$ cat src/sv/mm_pkg.sv
// Shared constants, request and register codes, and the multiply-accumulate control type.
`default_nettype none

package mm_pkg;

    localparam int MAX_DIM_DEF    = 8;
    localparam int ELEM_WIDTH_DEF = 16;
    localparam int PROD_W         = 40;
    localparam int CFG_W          = 4;
    localparam int DIM_RESET      = 8;
    localparam int REQ_W          = 2;
    localparam int REG_IDX_W      = 2;

    localparam logic [REQ_W-1:0] REQ_LOAD_A  = 2'd0;
    localparam logic [REQ_W-1:0] REQ_LOAD_B  = 2'd1;
    localparam logic [REQ_W-1:0] REQ_COMPUTE = 2'd2;

    localparam logic [REG_IDX_W-1:0] REG_ROWS_A    = 2'd0;
    localparam logic [REG_IDX_W-1:0] REG_INNER_DIM = 2'd1;
    localparam logic [REG_IDX_W-1:0] REG_COLS_B    = 2'd2;

    typedef struct packed {
        logic valid;
        logic first;
        logic last;
    } mac_ctl_t;

endpackage

`default_nettype wire

$ cat src/sv/mm_mac.sv
// Two-stage multiply-accumulate unit for one dot product at a time.
`default_nettype none

module mm_mac #(
    parameter int ELEM_WIDTH = mm_pkg::ELEM_WIDTH_DEF
) (
    input  wire logic                            clk,
    input  wire logic                            rst_n,
    input  wire logic signed [ELEM_WIDTH-1:0]    a_data,
    input  wire logic signed [ELEM_WIDTH-1:0]    b_data,
    input  wire mm_pkg::mac_ctl_t                ctl,
    output logic signed [mm_pkg::PROD_W-1:0]     acc,
    output logic                                 done
);

    localparam int PW = 2 * ELEM_WIDTH;
    localparam int XW = (PW > mm_pkg::PROD_W) ? PW : mm_pkg::PROD_W;

    logic signed [PW-1:0]             prod_full;
    logic signed [XW-1:0]             prod_ext;
    logic signed [mm_pkg::PROD_W-1:0] prod_reg;
    logic signed [mm_pkg::PROD_W-1:0] acc_reg;
    logic signed [mm_pkg::PROD_W-1:0] acc_next;
    mm_pkg::mac_ctl_t                 ctl_reg;
    logic                             done_reg;

    assign prod_full = a_data * b_data;
    assign prod_ext  = XW'(prod_full);
    assign acc_next  = (ctl_reg.first ? '0 : acc_reg) + prod_reg;

    always_ff @(posedge clk)
    begin
        prod_reg <= prod_ext[mm_pkg::PROD_W-1:0];
        if (ctl_reg.valid)
        begin
            acc_reg <= acc_next;
        end
    end

    always_ff @(posedge clk or negedge rst_n)
    begin
        if (!rst_n)
        begin
            ctl_reg  <= '0;
            done_reg <= 1'b0;
        end
        else
        begin
            ctl_reg  <= ctl;
            done_reg <= ctl_reg.valid && ctl_reg.last;
        end
    end

    assign acc  = acc_reg;
    assign done = done_reg;

endmodule

`default_nettype wire

$ cat src/sv/matrix_multiply.sv
// Fixed-point matrix product C = A * B with element loads and a compute request.
// Usage:
//   cfg_write/cfg_index/cfg_data set rows_a, inner_dim and cols_b while idle;
//   values above MAX_DIM act as MAX_DIM.
//   The input channel (in_valid/in_ready) takes one item per handshake:
//   a load of one element of A or B (ignored when outside the sizes) or a
//   compute request. A load yields nothing.
//   A compute request yields rows_a * cols_b items on the output channel
//   (out_valid/out_ready) in row-major order, the final one with last_elem.
//   Each element walks the inner dimension one term a cycle through the two
//   element memories and the multiply-accumulate unit; the next element
//   starts only once the previous dot product is done and emitted.
//   in_ready is high only while no compute request is in progress; the last
//   result may still wait in the output register while new items are taken.
//   A stalled receiver holds the output register and the sequencer waits.
//   Reset clears the sizes to 8 (or MAX_DIM) and empties the output; the
//   element memories are not cleared and must be loaded before use.
`default_nettype none

module matrix_multiply #(
    parameter int MAX_DIM    = mm_pkg::MAX_DIM_DEF,
    parameter int ELEM_WIDTH = mm_pkg::ELEM_WIDTH_DEF,
    localparam int IDX_W     = (MAX_DIM > 1) ? $clog2(MAX_DIM) : 1,
    localparam int DIM_W     = $clog2(MAX_DIM + 1),
    localparam int AW        = (MAX_DIM > 1) ? $clog2(MAX_DIM * MAX_DIM) : 1,
    localparam int DEPTH     = MAX_DIM * MAX_DIM
) (
    input  wire logic                                clk,
    input  wire logic                                rst_n,
    input  wire logic                                cfg_write,
    input  wire logic [mm_pkg::REG_IDX_W-1:0]        cfg_index,
    input  wire logic [mm_pkg::CFG_W-1:0]            cfg_data,
    input  wire logic                                in_valid,
    output logic                                     in_ready,
    input  wire logic [mm_pkg::REQ_W-1:0]            req_type,
    input  wire logic [IDX_W-1:0]                    row_index,
    input  wire logic [IDX_W-1:0]                    col_index,
    input  wire logic signed [ELEM_WIDTH-1:0]        elem_value,
    output logic                                     out_valid,
    input  wire logic                                out_ready,
    output logic [IDX_W-1:0]                         out_row,
    output logic [IDX_W-1:0]                         out_col,
    output logic signed [mm_pkg::PROD_W-1:0]         prod_value,
    output logic                                     last_elem
);

    localparam int RESET_DIM = (mm_pkg::DIM_RESET > MAX_DIM) ? MAX_DIM : mm_pkg::DIM_RESET;

    typedef enum logic [1:0] {
        ST_IDLE,
        ST_RUN,
        ST_DRAIN,
        ST_EMIT
    } state_t;

    function automatic logic [DIM_W-1:0] clamp_dim(input logic [mm_pkg::CFG_W-1:0] v);
        if (int'(v) > MAX_DIM)
        begin
            return DIM_W'(MAX_DIM);
        end
        return DIM_W'(v);
    endfunction

    logic [DIM_W-1:0] rows_a_reg;
    logic [DIM_W-1:0] inner_dim_reg;
    logic [DIM_W-1:0] cols_b_reg;

    state_t           state_reg;
    logic [IDX_W-1:0] r_reg;
    logic [IDX_W-1:0] c_reg;
    logic [IDX_W-1:0] k_reg;
    mm_pkg::mac_ctl_t s1_ctl_reg;

    logic                             out_valid_reg;
    logic [IDX_W-1:0]                 out_row_reg;
    logic [IDX_W-1:0]                 out_col_reg;
    logic signed [mm_pkg::PROD_W-1:0] prod_value_reg;
    logic                             last_elem_reg;

    logic signed [ELEM_WIDTH-1:0] mem_a [DEPTH];
    logic signed [ELEM_WIDTH-1:0] mem_b [DEPTH];
    logic signed [ELEM_WIDTH-1:0] rd_a_reg;
    logic signed [ELEM_WIDTH-1:0] rd_b_reg;

    logic                             in_fire;
    logic                             we_a;
    logic                             we_b;
    logic [AW-1:0]                    waddr;
    logic [AW-1:0]                    ra_addr;
    logic [AW-1:0]                    rb_addr;
    logic                             k_last;
    logic                             r_last;
    logic                             c_last;
    logic                             slot_free;
    logic                             zero_dot;
    logic signed [mm_pkg::PROD_W-1:0] mac_acc;
    logic                             mac_done;

    assign in_fire   = in_valid && in_ready;
    assign waddr     = AW'(row_index) * AW'(MAX_DIM) + AW'(col_index);
    assign we_a      = in_fire && (req_type == mm_pkg::REQ_LOAD_A)
                       && (DIM_W'(row_index) < rows_a_reg)
                       && (DIM_W'(col_index) < inner_dim_reg);
    assign we_b      = in_fire && (req_type == mm_pkg::REQ_LOAD_B)
                       && (DIM_W'(row_index) < inner_dim_reg)
                       && (DIM_W'(col_index) < cols_b_reg);
    assign ra_addr   = AW'(r_reg) * AW'(MAX_DIM) + AW'(k_reg);
    assign rb_addr   = AW'(k_reg) * AW'(MAX_DIM) + AW'(c_reg);
    assign k_last    = (DIM_W'(k_reg) + DIM_W'(1)) == inner_dim_reg;
    assign r_last    = (DIM_W'(r_reg) + DIM_W'(1)) == rows_a_reg;
    assign c_last    = (DIM_W'(c_reg) + DIM_W'(1)) == cols_b_reg;
    assign slot_free = !out_valid_reg || out_ready;
    assign zero_dot  = (inner_dim_reg == '0);

    always_ff @(posedge clk or negedge rst_n)
    begin
        if (!rst_n)
        begin
            rows_a_reg    <= DIM_W'(RESET_DIM);
            inner_dim_reg <= DIM_W'(RESET_DIM);
            cols_b_reg    <= DIM_W'(RESET_DIM);
        end
        else if (cfg_write)
        begin
            case (cfg_index)
                mm_pkg::REG_ROWS_A:    rows_a_reg    <= clamp_dim(cfg_data);
                mm_pkg::REG_INNER_DIM: inner_dim_reg <= clamp_dim(cfg_data);
                mm_pkg::REG_COLS_B:    cols_b_reg    <= clamp_dim(cfg_data);
                default:               ;
            endcase
        end
    end

    always_ff @(posedge clk)
    begin
        if (we_a)
        begin
            mem_a[waddr] <= elem_value;
        end
        if (we_b)
        begin
            mem_b[waddr] <= elem_value;
        end
        rd_a_reg <= mem_a[ra_addr];
        rd_b_reg <= mem_b[rb_addr];
    end

    mm_mac #(
        .ELEM_WIDTH (ELEM_WIDTH)
    ) u_mac (
        .clk    (clk),
        .rst_n  (rst_n),
        .a_data (rd_a_reg),
        .b_data (rd_b_reg),
        .ctl    (s1_ctl_reg),
        .acc    (mac_acc),
        .done   (mac_done)
    );

    always_ff @(posedge clk or negedge rst_n)
    begin
        if (!rst_n)
        begin
            state_reg      <= ST_IDLE;
            r_reg          <= '0;
            c_reg          <= '0;
            k_reg          <= '0;
            s1_ctl_reg     <= '0;
            out_valid_reg  <= 1'b0;
            out_row_reg    <= '0;
            out_col_reg    <= '0;
            prod_value_reg <= '0;
            last_elem_reg  <= 1'b0;
        end
        else
        begin
            if (state_reg != ST_RUN)
            begin
                s1_ctl_reg <= '0;
            end
            if (out_valid_reg && out_ready && (state_reg != ST_EMIT))
            begin
                out_valid_reg <= 1'b0;
            end
            case (state_reg)
                ST_IDLE:
                begin
                    if (in_fire && (req_type == mm_pkg::REQ_COMPUTE)
                        && (rows_a_reg != '0) && (cols_b_reg != '0))
                    begin
                        r_reg     <= '0;
                        c_reg     <= '0;
                        k_reg     <= '0;
                        state_reg <= zero_dot ? ST_EMIT : ST_RUN;
                    end
                end
                ST_RUN:
                begin
                    s1_ctl_reg.valid <= 1'b1;
                    s1_ctl_reg.first <= (k_reg == '0);
                    s1_ctl_reg.last  <= k_last;
                    if (k_last)
                    begin
                        k_reg     <= '0;
                        state_reg <= ST_DRAIN;
                    end
                    else
                    begin
                        k_reg <= k_reg + IDX_W'(1);
                    end
                end
                ST_DRAIN:
                begin
                    if (mac_done)
                    begin
                        state_reg <= ST_EMIT;
                    end
                end
                ST_EMIT:
                begin
                    if (slot_free)
                    begin
                        out_valid_reg  <= 1'b1;
                        out_row_reg    <= r_reg;
                        out_col_reg    <= c_reg;
                        prod_value_reg <= zero_dot ? '0 : mac_acc;
                        last_elem_reg  <= r_last && c_last;
                        if (r_last && c_last)
                        begin
                            state_reg <= ST_IDLE;
                        end
                        else
                        begin
                            if (c_last)
                            begin
                                c_reg <= '0;
                                r_reg <= r_reg + IDX_W'(1);
                            end
                            else
                            begin
                                c_reg <= c_reg + IDX_W'(1);
                            end
                            state_reg <= zero_dot ? ST_EMIT : ST_RUN;
                        end
                    end
                end
                default:
                begin
                    state_reg <= ST_IDLE;
                end
            endcase
        end
    end

    assign in_ready   = (state_reg == ST_IDLE);
    assign out_valid  = out_valid_reg;
    assign out_row    = out_row_reg;
    assign out_col    = out_col_reg;
    assign prod_value = prod_value_reg;
    assign last_elem  = last_elem_reg;

`ifndef SYNTHESIS
    a_done_in_drain: assert property (@(posedge clk) disable iff (!rst_n)
        mac_done |-> (state_reg == ST_DRAIN))
        else $error("dot product finished outside the drain state");

    a_idle_pipe_empty: assert property (@(posedge clk) disable iff (!rst_n)
        in_ready |-> !s1_ctl_reg.valid)
        else $error("multiply pipeline busy while taking items");

    a_run_has_work: assert property (@(posedge clk) disable iff (!rst_n)
        (state_reg == ST_RUN) |-> (rows_a_reg != '0) && (cols_b_reg != '0) && !zero_dot)
        else $error("sequencer running on an empty size");
`endif

endmodule

`default_nettype wire
$ cat config.mk
export PLATFORM = sky130hd
export DESIGN_NAME = matrix_multiply
export DESIGN_NICKNAME = d
export VERILOG_FILES = /design/src/sv/mm_pkg.sv /design/src/sv/mm_mac.sv /design/src/sv/matrix_multiply.sv
export SDC_FILE = /design/constraint.sdc
export NUM_CORES = 2
export LEC_CHECK = 0
export BUFFER_PORTS_ARGS = -buffer_cell sky130_fd_sc_hd__buf_2
export CORE_MARGIN = 2
export CORE_UTILIZATION = 40
export DETAILED_ROUTE_END_ITERATION = 12
export PLACE_DENSITY_LB_ADDON = 0.3
export SYNTH_ARGS = -nofsm -noshare
export SYNTH_HDL_FRONTEND = slang
export SYNTH_SLANG_ARGS = --single-unit
$ cat constraint.sdc
create_clock -name clk -period 8.78 [get_ports clk]
set_clock_uncertainty 0.15 [all_clocks]
set_input_delay 0.878 -clock clk [delete_from_list [all_inputs] [get_ports clk]]
set_output_delay 0.878 -clock clk [all_outputs]
set_load 0.01 [all_outputs]
==> flow_summary.toml <==
[floorplan]
die_area_sq_um = 244000
io_pins = 84
num_rows = 179
die_h_microns = 494
die_w_microns = 494
coreArea_sq_um = 239000
initial_core_util_pct = 40.3

[grt]
grt_pass1_vias = 48112
grt.total_usage_pct = 18.8
grt_max_degree = 143
grt-ovfl-total = 0
antenna_found_initial = 13
grt_pass1_wl_microns = 336000

[synth]
synth_seq_area_share_pct = 68.6
synth-main-ff-cell = "edfxtp_1"
synth_area_sq_um = 96100
yosys_warnings = 0
async_flop_share_pct = 3.50
synth-seq-cells = 2230
syn_inst = 4861
syn_area_per_cell_sq_um = 19.8
yosysUniqueCellTypes = 64
synth_edf_count = 2088
syn-num-nets = 5292

[sta]
hold_viol_final = 0
period_share_pct = 78.0
max_freq_mhz = 146
setup_tns_ns = 0
worst_pin_slew_ns = 1.23
min_period_ns = 6.85
hold_slack_ns = 0.192
finalMaxSlewViolations = 0
finalSetupViolCount = 0
rsz0062_at_grt = "no"
maxSlewHeadroom_pct = 18.1

[drt]
firstDrtPassIters = 5
vias = 46670
drt_drc_violations_left = 0
routed_wl_microns = 228000
final_antenna_net_count = 0
vias_per_cell = 5.52
drt-initial-drc-count = 4447
wl_per_cell_microns = 27.0

[place]
place_area_sq_um = 101000
dp_hpwl_microns = 138000
gp_congestion = 0.824
port-buffer-count = 83

[cells_and_area]
nets = 5532
area_growth_pct = 12.2
design_area_sq_um = 108000
num-fill-cells = 20000
final_cell_mix = "edfxtp_1 (2088), mux4_2 (670), inv_1 (333)"
reg_top3 = "mem_a x1024, mem_b x1024"
drive_above_1_share_pct = 23.9
layout_commonest_cell = "edfxtp_1"

[worst_setup_path]
worstSetupPathType = "reg2reg"
start_kind = "flop"
critPathMaxFanout = 16
arrival_ns = 7.36
required_ns = 9.29
r2r_cells = 22
critical_path.endpoint_type = "flop"

[clock_network]
cts_tree = "done"
clk_latency_ns = 0.86
cts_resized = 0
cts_made_buffers = 214
cts-root-buf = "clkbuf_16"
cts_sinks = 2230
path_clk_slew_ns = 0.07
htreeDepth = 4
clockBufferDepth = 3

[run]
maxCapViolations = 0

[hold_path]
hold-path-cell-count = 3
hold_path_class = "in2reg"

[outcome]
status = "finished, final reports clean"
==> cell families after synthesis <==
| group | share of synthesized area (%) |
|---|---|
| AO/OA/AOI/OAI | 2.02 |
| buffers and inverters | 2.37 |
| adder cells (fa/ha/maj) | 7.21 |
| AND/OR/NAND/NOR | 3.20 |
| multiplexers | 15.9 |
| XOR/XNOR | 0.756 |
| flip-flops | 68.6 |
==> worst max-delay path: stages (launching register included) <==
cell       delay (ns)
dfxtp_1          0.74
nand2_1          0.17
fa_1             0.56
inv_1            0.05
fa_1             0.50
inv_1            0.06
fa_1             0.54
inv_1            0.06
fa_1             0.45
fa_1             0.50
inv_1            0.05
fa_1             0.47
inv_1            0.04
ha_1             0.34
a21o_1           0.18
a21o_1           0.17
a21o_1           0.19
a2111oi_0        0.39
and4bb_1         0.30
a21oi_2          0.20
o21ai_1          0.11
a2111oi_0        0.38
a311oi_1         0.09
==> final timing paths <==
check,startpoint,endpoint,slack [ns]
max in group asynchronous,rst_n,c_reg[2],6.95
setup / recovery,rd_a_reg[7],u_mac.prod_reg[31],1.93
setup reg to reg,rd_a_reg[7],u_mac.prod_reg[31],1.93
hold reg to reg,s1_ctl_reg[0],u_mac.ctl_reg[0],0.20
min in group asynchronous,rst_n,out_row[1],0.38
hold / removal,cfg_data[0],rows_a_reg[0],0.19
==> metrics by stage <==
stage | setup WS (ns) | std cells | util (%)
2_1_floorplan | 2.56 | 4861 | -
3_3_place_gp | 1.99 | 8051 | 42.3
3_5_place_dp | 1.94 | 8051 | 42.3
4_1_cts | 1.89 | 8443 | 45.2
5_1_grt | 1.44 | 8450 | 45.2
6_report | 1.93 | 8457 | 45.2
==> cell usage after synthesis, drive strengths merged (7+ instances only) <==
| master | number | share of area (%) |
|---|---|---|
| and3 | 7 | 0.046 |
| nor3 | 10 | 0.057 |
| edfxtp | 2088 | 65 |
| nand4 | 7 | 0.046 |
| mux2 | 9 | 0.11 |
| fa | 263 | 5.5 |
| dfrtp | 75 | 2.0 |
| a211oi | 8 | 0.068 |
| xnor2 | 54 | 0.49 |
| o21bai | 13 | 0.10 |
| nand3 | 20 | 0.10 |
| nand2 | 177 | 0.69 |
| and2 | 129 | 0.84 |
| o21a | 11 | 0.086 |
| xor2 | 29 | 0.26 |
| a22o | 41 | 0.37 |
| dfxtp | 64 | 1.3 |
| o211ai | 13 | 0.10 |
| ha | 133 | 1.7 |
| nand2b | 26 | 0.17 |
| inv | 334 | 1.3 |
| clkbuf | 136 | 0.53 |
| a21oi | 60 | 0.32 |
| buf | 90 | 0.53 |
| nor2b | 47 | 0.31 |
| nand3b | 9 | 0.070 |
| or3 | 12 | 0.078 |
| a21o | 47 | 0.37 |
| mux4 | 672 | 16 |
| o21ai | 48 | 0.25 |
| nor2 | 167 | 0.65 |
==> metal layers <==
layer / track usage [%] / vias up / share of wire, %
met5: 0 / - / 0.010
met4: 4.25 / 4 / 2.0
met3: 2.79 / 291 / 6.1
met2: 30.9 / 1480 / 49
met1: 26.8 / 25287 / 43
li1: - / 19608 / -
==> area by class of cell <==
| type | count | area (sq um) | area share, % |
|---|---|---|---|
| Clock buffer | 281 | 5770 | 5.35 |
| Clock inverter | 110 | 1130 | 1.05 |
| Sequential cell | 2230 | 66000 | 61.1 |
| Multi-Input combinational cell | 2071 | 28000 | 25.9 |
| Antenna cell | 14 | 35.0 | 0.0325 |
| Timing Repair Buffer | 250 | 1800 | 1.67 |
| Inverter | 334 | 1250 | 1.16 |
| Tap cell | 3167 | 3960 | 3.67 |
==> what timing repair did <==
action | in CTS | in global routing
endpoints found under the setup margin | 0 | 0
hold buffers | 1 | 0
hold endpoints to repair | 28 | 0
buffers inserted | 0 | 0
Power is left out: the tool's default activity adds up to more than one toggle a clock period on the data nets, which glitch-free logic cannot reach.
